[src/hdl/ptrs_pkg.sv]
// Shared constants, types and register indexes for the periodic task release scheduler.
// No dependencies; the scheduler and ptrs_sort import this package.
`default_nettype none

package ptrs_pkg;

  localparam int TaskCount  = 3;
  localparam int Slots      = 3;
  localparam int KeyW       = 16;
  localparam int ElapsedW   = 17;
  localparam int CfgIdxW    = 3;
  localparam int CfgDataW   = 16;
  localparam int MaskW      = 3;

  localparam logic [ElapsedW-1:0] ElapsedMax = {ElapsedW{1'b1}};

  typedef logic [1:0] task_idx_t;
  typedef logic [Slots-1:0][KeyW-1:0] key_arr_t;
  typedef logic [Slots-1:0][1:0] order_arr_t;
  typedef logic [Slots-1:0][ElapsedW-1:0] elapsed_arr_t;

  typedef enum logic [CfgIdxW-1:0] {
    RegOrderMode = 3'd0,
    RegTickStep  = 3'd1,
    RegPeriod0   = 3'd2,
    RegPeriod1   = 3'd3,
    RegPeriod2   = 3'd4,
    RegCost0     = 3'd5,
    RegCost1     = 3'd6,
    RegCost2     = 3'd7
  } reg_idx_e;

  localparam logic [KeyW-1:0] TickStepRst = 16'd50;
  localparam logic [KeyW-1:0] Period0Rst  = 16'd450;
  localparam logic [KeyW-1:0] Period1Rst  = 16'd200;
  localparam logic [KeyW-1:0] Period2Rst  = 16'd150;
  localparam logic [KeyW-1:0] Cost0Rst    = 16'd23;
  localparam logic [KeyW-1:0] Cost1Rst    = 16'd3;
  localparam logic [KeyW-1:0] Cost2Rst    = 16'd25;

endpackage

`default_nettype wire

[src/hdl/ptrs_tick_if.sv]
// Input channel carrying one tick item with valid/ready handshake.
// Depends on nothing.
`default_nettype none

interface ptrs_tick_if;
  logic valid;
  logic ready;
  logic tick;

  modport source (output valid, output tick, input ready);
  modport sink (input valid, input tick, output ready);
endinterface

`default_nettype wire

[src/hdl/ptrs_result_if.sv]
// Output channel carrying the release mask and priority order with valid/ready handshake.
// Depends on nothing.
`default_nettype none

interface ptrs_result_if;
  logic       valid;
  logic       ready;
  logic [2:0] release_mask;
  logic [1:0] first_task;
  logic [1:0] second_task;
  logic [1:0] third_task;

  modport source (output valid, output release_mask, output first_task,
                  output second_task, output third_task, input ready);
  modport sink (input valid, input release_mask, input first_task,
                input second_task, input third_task, output ready);
endinterface

`default_nettype wire

[src/hdl/periodic_task_release_scheduler.sv]
// Periodic release scheduler for three tasks with a fixed static priority order.
// Depends on ptrs_pkg, ptrs_tick_if, ptrs_result_if and ptrs_sort.
// Each result is registered and is valid in the cycle after its tick item is accepted.
// Throughput: one item per cycle while the output is taken; the elapsed-time compare/add per task sets the path.
// Reset: configuration returns to defaults and the block is idle; the first item
// loads each elapsed counter with its period and fixes the priority order.
`default_nettype none

module periodic_task_release_scheduler
  import ptrs_pkg::*;
(
  input  wire logic                clk_i,
  input  wire logic                rst_ni,
  ptrs_tick_if.sink                in_chan_i,
  ptrs_result_if.source            out_chan_o,
  input  wire logic                cfg_we_i,
  input  wire logic [CfgIdxW-1:0]  cfg_idx_i,
  input  wire logic [CfgDataW-1:0] cfg_data_i
);

  logic                  order_mode_q;
  logic [KeyW-1:0]       tick_step_q;
  key_arr_t              period_q;
  key_arr_t              cost_q;

  logic                  running_q;
  elapsed_arr_t          elapsed_q, elapsed_d;
  order_arr_t            order_q, order_d, sorted;

  logic                  out_valid_q;
  logic [MaskW-1:0]      mask_q, mask_d;
  order_arr_t            out_order_q;

  logic                  accept;
  logic [ElapsedW-1:0]   cur, base;
  logic [ElapsedW:0]     grown;

  ptrs_sort u_sort (
    .order_mode_i (order_mode_q),
    .period_i     (period_q),
    .cost_i       (cost_q),
    .order_o      (sorted)
  );

  assign in_chan_i.ready = !out_valid_q || out_chan_o.ready;
  assign accept          = in_chan_i.valid && in_chan_i.ready;

  always_comb begin
    order_d = running_q ? order_q : sorted;
    mask_d  = '0;
    for (int t = 0; t < Slots; t++) begin
      cur   = running_q ? elapsed_q[t] : {1'b0, period_q[t]};
      base  = cur;
      grown = '0;
      elapsed_d[t] = cur;
      if (in_chan_i.tick && t < TaskCount) begin
        if (cur >= {1'b0, period_q[t]}) begin
          mask_d[t] = 1'b1;
          base      = '0;
        end
        grown = {1'b0, base} + {{(ElapsedW + 1 - KeyW){1'b0}}, tick_step_q};
        elapsed_d[t] = grown[ElapsedW] ? ElapsedMax : grown[ElapsedW-1:0];
      end
    end
  end

  always_ff @(posedge clk_i or negedge rst_ni) begin
    if (!rst_ni) begin
      order_mode_q <= 1'b0;
      tick_step_q  <= TickStepRst;
      period_q[0]  <= Period0Rst;
      period_q[1]  <= Period1Rst;
      period_q[2]  <= Period2Rst;
      cost_q[0]    <= Cost0Rst;
      cost_q[1]    <= Cost1Rst;
      cost_q[2]    <= Cost2Rst;
    end else if (cfg_we_i) begin
      case (reg_idx_e'(cfg_idx_i))
        RegOrderMode: order_mode_q <= cfg_data_i[0];
        RegTickStep:  tick_step_q  <= cfg_data_i;
        RegPeriod0:   period_q[0]  <= cfg_data_i;
        RegPeriod1:   period_q[1]  <= cfg_data_i;
        RegPeriod2:   period_q[2]  <= cfg_data_i;
        RegCost0:     cost_q[0]    <= cfg_data_i;
        RegCost1:     cost_q[1]    <= cfg_data_i;
        RegCost2:     cost_q[2]    <= cfg_data_i;
        default: ;
      endcase
    end
  end

  always_ff @(posedge clk_i or negedge rst_ni) begin
    if (!rst_ni) begin
      running_q   <= 1'b0;
      out_valid_q <= 1'b0;
    end else begin
      if (accept) begin
        running_q <= 1'b1;
      end
      if (accept) begin
        out_valid_q <= 1'b1;
      end else if (out_chan_o.ready) begin
        out_valid_q <= 1'b0;
      end
    end
  end

  always_ff @(posedge clk_i) begin
    if (accept) begin
      elapsed_q   <= elapsed_d;
      order_q     <= order_d;
      mask_q      <= mask_d;
      out_order_q <= order_d;
    end
  end

  assign out_chan_o.valid        = out_valid_q;
  assign out_chan_o.release_mask = mask_q;
  assign out_chan_o.first_task   = out_order_q[0];
  assign out_chan_o.second_task  = out_order_q[1];
  assign out_chan_o.third_task   = out_order_q[2];

endmodule

`default_nettype wire

[src/hdl/ptrs_sort.sv]
// Stable ascending sort of the task indexes by period or by worst-case cost.
// Depends on ptrs_pkg.
`default_nettype none

module ptrs_sort
  import ptrs_pkg::*;
(
  input  wire logic       order_mode_i,
  input  wire key_arr_t   period_i,
  input  wire key_arr_t   cost_i,
  output      order_arr_t order_o
);

  key_arr_t                  key;
  logic [Slots-1:0][1:0]     rank;

  always_comb begin
    for (int i = 0; i < Slots; i++) begin
      key[i] = order_mode_i ? cost_i[i] : period_i[i];
    end
    for (int i = 0; i < Slots; i++) begin
      rank[i] = 2'd0;
      for (int j = 0; j < Slots; j++) begin
        if (i < TaskCount && j < TaskCount && j != i) begin
          if ((j < i) ? (key[j] <= key[i]) : (key[j] < key[i])) begin
            rank[i] = rank[i] + 2'd1;
          end
        end
      end
    end
    for (int i = 0; i < Slots; i++) begin
      order_o[i] = 2'(i);
    end
    for (int i = 0; i < TaskCount; i++) begin
      order_o[rank[i]] = 2'(i);
    end
  end

endmodule

`default_nettype wire
[src/flat_wrapper.sv]
// flat-port wrapper written by rule: the top's interface ports become plain ports
module periodic_task_release_scheduler_flat import ptrs_pkg::*;
  (clk_i, rst_ni, cfg_we_i, cfg_idx_i, cfg_data_i, in_chan_i_valid, in_chan_i_tick, in_chan_i_ready, out_chan_o_valid, out_chan_o_release_mask, out_chan_o_first_task, out_chan_o_second_task, out_chan_o_third_task, out_chan_o_ready);
  ptrs_tick_if in_chan_i_i ();
  ptrs_result_if out_chan_o_i ();
  input  wire logic clk_i;
  input  wire logic rst_ni;
  input  wire logic cfg_we_i;
  input  wire logic [CfgIdxW-1:0] cfg_idx_i;
  input  wire logic [CfgDataW-1:0] cfg_data_i;
  input wire logic [$bits(in_chan_i_i.valid)-1:0] in_chan_i_valid;
  input wire logic [$bits(in_chan_i_i.tick)-1:0] in_chan_i_tick;
  output wire logic [$bits(in_chan_i_i.ready)-1:0] in_chan_i_ready;
  output wire logic [$bits(out_chan_o_i.valid)-1:0] out_chan_o_valid;
  output wire logic [$bits(out_chan_o_i.release_mask)-1:0] out_chan_o_release_mask;
  output wire logic [$bits(out_chan_o_i.first_task)-1:0] out_chan_o_first_task;
  output wire logic [$bits(out_chan_o_i.second_task)-1:0] out_chan_o_second_task;
  output wire logic [$bits(out_chan_o_i.third_task)-1:0] out_chan_o_third_task;
  input wire logic [$bits(out_chan_o_i.ready)-1:0] out_chan_o_ready;
  assign in_chan_i_i.valid = in_chan_i_valid;
  assign in_chan_i_i.tick = in_chan_i_tick;
  assign in_chan_i_ready = in_chan_i_i.ready;
  assign out_chan_o_valid = out_chan_o_i.valid;
  assign out_chan_o_release_mask = out_chan_o_i.release_mask;
  assign out_chan_o_first_task = out_chan_o_i.first_task;
  assign out_chan_o_second_task = out_chan_o_i.second_task;
  assign out_chan_o_third_task = out_chan_o_i.third_task;
  assign out_chan_o_i.ready = out_chan_o_ready;
  periodic_task_release_scheduler u_core (.clk_i(clk_i), .rst_ni(rst_ni), .in_chan_i(in_chan_i_i), .out_chan_o(out_chan_o_i), .cfg_we_i(cfg_we_i), .cfg_idx_i(cfg_idx_i), .cfg_data_i(cfg_data_i));
endmodule
[config.mk]
export PLATFORM = sky130hd
export DESIGN_NAME = periodic_task_release_scheduler_flat
export DESIGN_NICKNAME = d
export VERILOG_FILES = /design/src/hdl/ptrs_pkg.sv /design/src/hdl/ptrs_tick_if.sv /design/src/hdl/ptrs_result_if.sv /design/src/hdl/periodic_task_release_scheduler.sv /design/src/hdl/ptrs_sort.sv /design/src/flat_wrapper.sv
export SDC_FILE = /design/constraint.sdc
export NUM_CORES = 1
export LEC_CHECK = 0
export BUFFER_PORTS_ARGS = -buffer_cell sky130_fd_sc_hd__clkbuf_2
export CAP_MARGIN = 25
export CORE_ASPECT_RATIO = 2
export CORE_UTILIZATION = 37
export CTS_CLUSTER_SIZE = 25
export DETAILED_ROUTE_END_ITERATION = 16
export SYNTH_ARGS = -nofsm -noshare
export SYNTH_HDL_FRONTEND = slang
export SYNTH_HIERARCHICAL = 1
export SYNTH_SLANG_ARGS = --single-unit
[constraint.sdc]
create_clock -name clk_i -period 5.19 [get_ports clk_i]
set_input_delay 0.2595 -clock clk_i [delete_from_list [all_inputs] [get_ports clk_i]]
set_output_delay 0.2595 -clock clk_i [all_outputs]
set_load 0.005 [all_outputs]
### Yosys cells after proc, flatten, opt, wreduce, memory -nomap -nowiden

Cells that the tools add are included.

| storage, ports and cells | value |
|---|---|
| bits of input ports | 25 |
| logic and storage cells | 106 |
| output and inout port bits | 11 |
| bits in registers | 175 |

| operators by class | value |
|---|---|
| bitwise gates (word level) | 8 |
| equality and inequality tests | 7 |
| reductions and logical operators | 17 |
| order comparisons | 15 |
| muxes and demuxes | 36 |
| add/sub/neg operators | 6 |

Operator list:

| cell | number |
|---|---|
| 17-bit two-way mux | 15 |
| 17-bit by 16-bit adder with 18-bit output | 3 |
| 17-bit by 16-bit >= comparator with 1-bit output | 3 |
| 16-bit less-or-equal comparator | 3 |
| 16-bit less-than comparator | 3 |
| 16-bit two-way mux | 3 |
| 2-bit AND reduction | 9 |
| 2-bit demux with 2-bit select | 3 |
| 3-bit == test, second input constant | 4 |
| 2-bit two-way mux | 6 |
| 2-bit by 3-bit less-than comparator with 1-bit output, second input constant | 3 |
| 1-bit two-way mux | 8 |
| 2-bit by 1-bit adder with 2-bit output, second input constant | 3 |
| 3-bit bitwise AND | 2 |
| 3-bit by 2-bit == test with 1-bit output, second input constant | 2 |
| 2-bit by 1-bit >= comparator with 1-bit output, second input constant | 3 |
| 6-bit two-way mux | 1 |
| 3-bit NOT | 2 |
| 1-bit logical AND | 4 |
| 3-bit by 1-bit == test with 1-bit output, second input constant | 1 |
| 3-bit zero test | 1 |
| 2-bit by 3-bit OR with 3-bit output | 1 |
| 3-bit OR | 1 |
| 2-bit NOT | 1 |
| other kinds (4) | 4 |

### Longest topological paths before layout

| depth | value |
|---|---|
| depth after elaboration | 13 |
| depth in mapped cells | 20 |
| mapped depth without buffers | 17 |

### Cells and area by module

Netlist, hierarchy kept.

Modules (own cells, without submodules):

| module | times used | cells an instance | area each (sq um) |
|---|---|---|---|
| periodic_task_release_scheduler | 1 | 1046 | 10749.1 |
| ptrs_sort | 1 | 199 | 1740.4 |

### Least setup slack after synthesis

OpenSTA, ideal clock, no wires.

| path | value |
|---|---|
| path kind | reg2reg |
| start point | register u_core.running_q |
| end point | register u_core/elapsed_q[15] in the netlist's numbering, data pin |
| clock period less this slack | 4313 ps |
| data arrival time | 4042 ps |
| data required time | 4920 ps |
| stages on the path, launching flop included | 19 |
| path slack | 877 ps |
| cell sequence | dfrtp_1 clkbuf_1 buf_2 mux2i_1 inv_1 ha_1 a21o_1 a2111oi_0 o21ai_0 a21o_1 buf_2 nor2b_1 ha_1 a211o_1 nand2_1 a21oi_2 a2111oi_4 mux2i_1 a21oi_1 |

RTL lines:

| what | line | text |
|---|---|---|
| start, declared | periodic_task_release_scheduler.sv:26 | `logic running_q;` |
| start signal, assigned | periodic_task_release_scheduler.sv:94 | `running_q <= 1'b0;` |
| start signal, assigned | periodic_task_release_scheduler.sv:98 | `running_q <= 1'b1;` |
| end signal, assigned | periodic_task_release_scheduler.sv:110 | `elapsed_q <= elapsed_d;` |
| end, declared | periodic_task_release_scheduler.sv:27 | `elapsed_arr_t elapsed_q, elapsed_d;` |

==> results.yml <==
run_status:
  status: "finished clean"
die:
  io-pin-count: 36
  die-area_mm2: 0.0345
  die_w_um: 132
  start_util_pct: 37.8
  core-area_mm2: 0.0330
  die_h_um: 262
  num_rows: 94
placed_design:
  hpwl_um: 26700
  io_buffers: 35
  gp_congestion: 0.922
setup_path:
  cp.required_ns: 5.37
  regToRegSetupSlack_ns: 0.27
  endpoint_kind: "flip-flop"
  worstSetupStartpointType: "flip-flop"
  cpMaxStageDelayCell: "dfrtp_4"
  crit_chain: "buf_12 -> mux2i_1 -> inv_1 -> ha_1 -> a21o_1 -> a2111oi_0 -> o21ai_0 -> a21o_1 -> buf_4 -> nor2b_1 -> ha_1 -> a21oi_1 -> o21ai_0 -> a31oi_1 -> a31oi_1 -> xnor2_1 -> a21oi_1"
  reg2reg_from: "u_core/running_q"
  crit_path_max_fanout: 32
  cp_slowest_stage_delay_ns: 0.56
  r2r-end: "u_core/elapsed_q[29]"
  path_depth: 17
  crit_type: "reg -> reg"
  worstPathArrival_ns: 5.10
  worst-path-buf-inv: 3
  r2r_cells: 17
  cp_top_family: "compound AO/OA/AOI/OAI gates"
logic_synthesis:
  async_flop_share_pct: 65.7
  synth-seq-cells: 175
  synth_warnings: 6
  syn_area_mm2: 0.0125
  synth-edff-count: 60
  syn-instance-count: 1245
  synth_top_area_cell: "dfrtp_1"
  ys.flop_type: "dfrtp_1"
  synth.yosys.seq_area_share_pct: 37.7
  yosys-top-cells-area: "dfrtp_1 18%, ha_1 15%, edfxtp_1 14%"
  yosysMostFrequentCell: "ha_1"
  syn_nets: 1421
  ys_types: 71
  ys_top_cells_by_count: "148 x ha_1, 106 x o21ai_0, 104 x nand2_1"
  synth_top_area_share_pct: 18.4
  syn_area_per_cell_um2: 10.0
grt:
  grt_pass1_wl_um: 53000
  grt_max_degree: 60
  antenna_found_initial: 0
  grt_pass1_vias: 10166
  grt_use_total_pct: 20.2
  grt-ovfl-total: 0
sta:
  report.final.hold_viol_count: 0
  fin_crit_sh_pct: 94.8
  slew_headroom_pct: 46.2
  tightest_slew_ns: 0.807
  finClkSkew_ns: 0.0112
  drv_slew: 0
  tns_ns: 0
  rsz0062_at_grt: "false"
  fin_crit_ns: 4.92
  fmaxAchievable_mhz: 203
  setup_viol: 0
clock_network:
  cts_tree: "built"
  clkTransAtPathRegs_ns: 0.07
  insertion_delay_ns: 0.44
  post_cts_buffers: 0
  cts_sinks: 175
  cts_buffers: 17
  cts-root-buf: "clkbuf_16"
  cts_max_path_buffers: 2
  htree_num_levels: 4
drt:
  num_vias: 9471
  firstDrtPassIters: 5
  wl_per_cell_um: 19.4
  drt-total-wl_um: 33600
  drc: 0
  ant_nets: 0
  drt_iter0_markers: 423
  viasPerCell: 5.47
power_and_ir_drop:
  max-vdd-ir-drop_uv: 199
  report.power.total_mw: 5.90
  p_per_area_mw_per_mm2: 425
  cellLeakagePower_nw: 6.34
job:
  maxCapViolations: 0
hold_path:
  hp-start: "in_chan_i_valid"
  min_path_type: "in -> reg"
  hold_depth: 2
  hold_end: "u_core/out_chan_o.valid"
final_layout:
  drive_gt1_share_pct: 19.3
  antennaDiodeCount: 0
  post-route-util_pct: 42.0
  nets: 1464
  seqCellArea_mm2: 0.00471
  multiInputGateArea_mm2: 0.00729
  fillers: 3167
  area_growth_pct: 11.1
worst max-delay path by stage:
stage,start,slack [ns],end
floorplan,u_core/running_q,0.88,u_core/elapsed_q[15]
global placement,u_core/running_q,0.33,u_core/elapsed_q[29]
detailed placement,u_core/running_q,0.28,u_core/elapsed_q[29]
CTS,u_core/running_q,0.27,u_core/elapsed_q[29]
global route,u_core/running_q,0.02,u_core/elapsed_q[48]
finish,u_core/running_q,0.27,u_core/elapsed_q[29]
worst reg2reg max path, cell delays in order, from the launching register on:
cell and delay [ns]:
dfrtp_4 0.56, buf_12 0.24, mux2i_1 0.36, inv_1 0.07, ha_1 0.29, a21o_1 0.16, a2111oi_0 0.42, o21ai_0 0.28
a21o_1 0.33, buf_4 0.23, nor2b_1 0.13, ha_1 0.30, a21oi_1 0.18, o21ai_0 0.22, a31oi_1 0.34, a31oi_1 0.19
xnor2_1 0.26, a21oi_1 0.10
registers in the layout (all words and copies together) (netlist names):
register,cells
u_core/elapsed_q,51
u_core/cost_q,48
u_core/period_q,48
u_core/tick_step_q,16
u_core/out_chan_o.release_mask,3
u_core/out_chan_o.first_task,2
u_core/out_chan_o.second_task,2
u_core/out_chan_o.third_task,2
u_core/order_mode_q,1
u_core/out_chan_o.valid,1
u_core/running_q,1
layout make-up:
type	count	share of cell area [%]
Timing Repair Buffer	67	3.19
Clock inverter	13	0.757
Clock buffer	19	3.34
Tap cell	432	3.89
Inverter	86	2.33
Sequential cell	175	34.0
Multi-Input combinational cell	941	52.5
layout by cell type, fill, tap and decap left out, types with 5 or more instances in the layout:
master     instances
buf_4             31
ha_1             148
dfstp_2           23
clkbuf_2          33
mux2_2           102
nor2b_1           34
nand3_1           12
and3_1             5
nor2_1            64
xnor2_1           22
a21o_1            29
o21bai_1           7
o21a_1            12
and2_1             8
edfxtp_1          60
nand4_1           17
xor2_1            13
nand2_1          104
o22ai_1            9
clkbuf_16         18
nor3_1             5
clkinv_4           5
a31oi_1           12
mux2i_1           56
inv_1             85
a21oi_1           76
o211ai_1           7
nand2b_1          12
o21ai_0          106
a211oi_1          12
and2b_1            5
dfrtp_1           90
per-stage QoR:
stage | cell area (um^2) | hold slack (ns) | instances | setup WS (ns)
3_3_place_gp | 13300 | 0.371 | 1699 | 0.331
3_5_place_dp | 13300 | 0.377 | 1700 | 0.279
5_1_grt | 13900 | 0.0398 | 1733 | 0.0156
2_1_floorplan | 12500 | -0.0361 | 1245 | 0.877
4_1_cts | 13900 | 0.0164 | 1733 | 0.266
6_report | 13900 | 0.0296 | 1733 | 0.271
kinds of logic after synthesis:
| kind of cell | synth area share [%] |
|---|---|
| AO/OA/AOI/OAI | 15.7 |
| AND/OR/NAND/NOR | 11.1 |
| flip-flops | 37.7 |
| multiplexers | 13.7 |
| adder cells (fa/ha/maj) | 15.3 |
| buffers and inverters | 4.09 |
| XOR/XNOR | 2.45 |
where the power goes:
| group | switching [mW] | leakage [nW] | total (mW) | internal [mW] |
|---|---|---|---|---|
| Clock | 0.585 | 0.280 | 1.25 | 0.664 |
| Sequential | 0.227 | 1.91 | 2.00 | 1.77 |
| Combinational | 1.49 | 4.14 | 2.66 | 1.17 |
metal layers:
metal  track usage, %  wire length [um]
met5                0                 0
met4             11.9              1760
met3             2.14               710
met2             41.4             19200
met1             19.0             12000
repair_timing:
item | in CTS | in global routing
hold endpoints to repair | 36 | 0
hold buffers | 1 | 0
setup endpoints to repair | 0 | 7
resized for setup | 0 | 3
No activity file was read; power rests on OpenSTA's default activity.
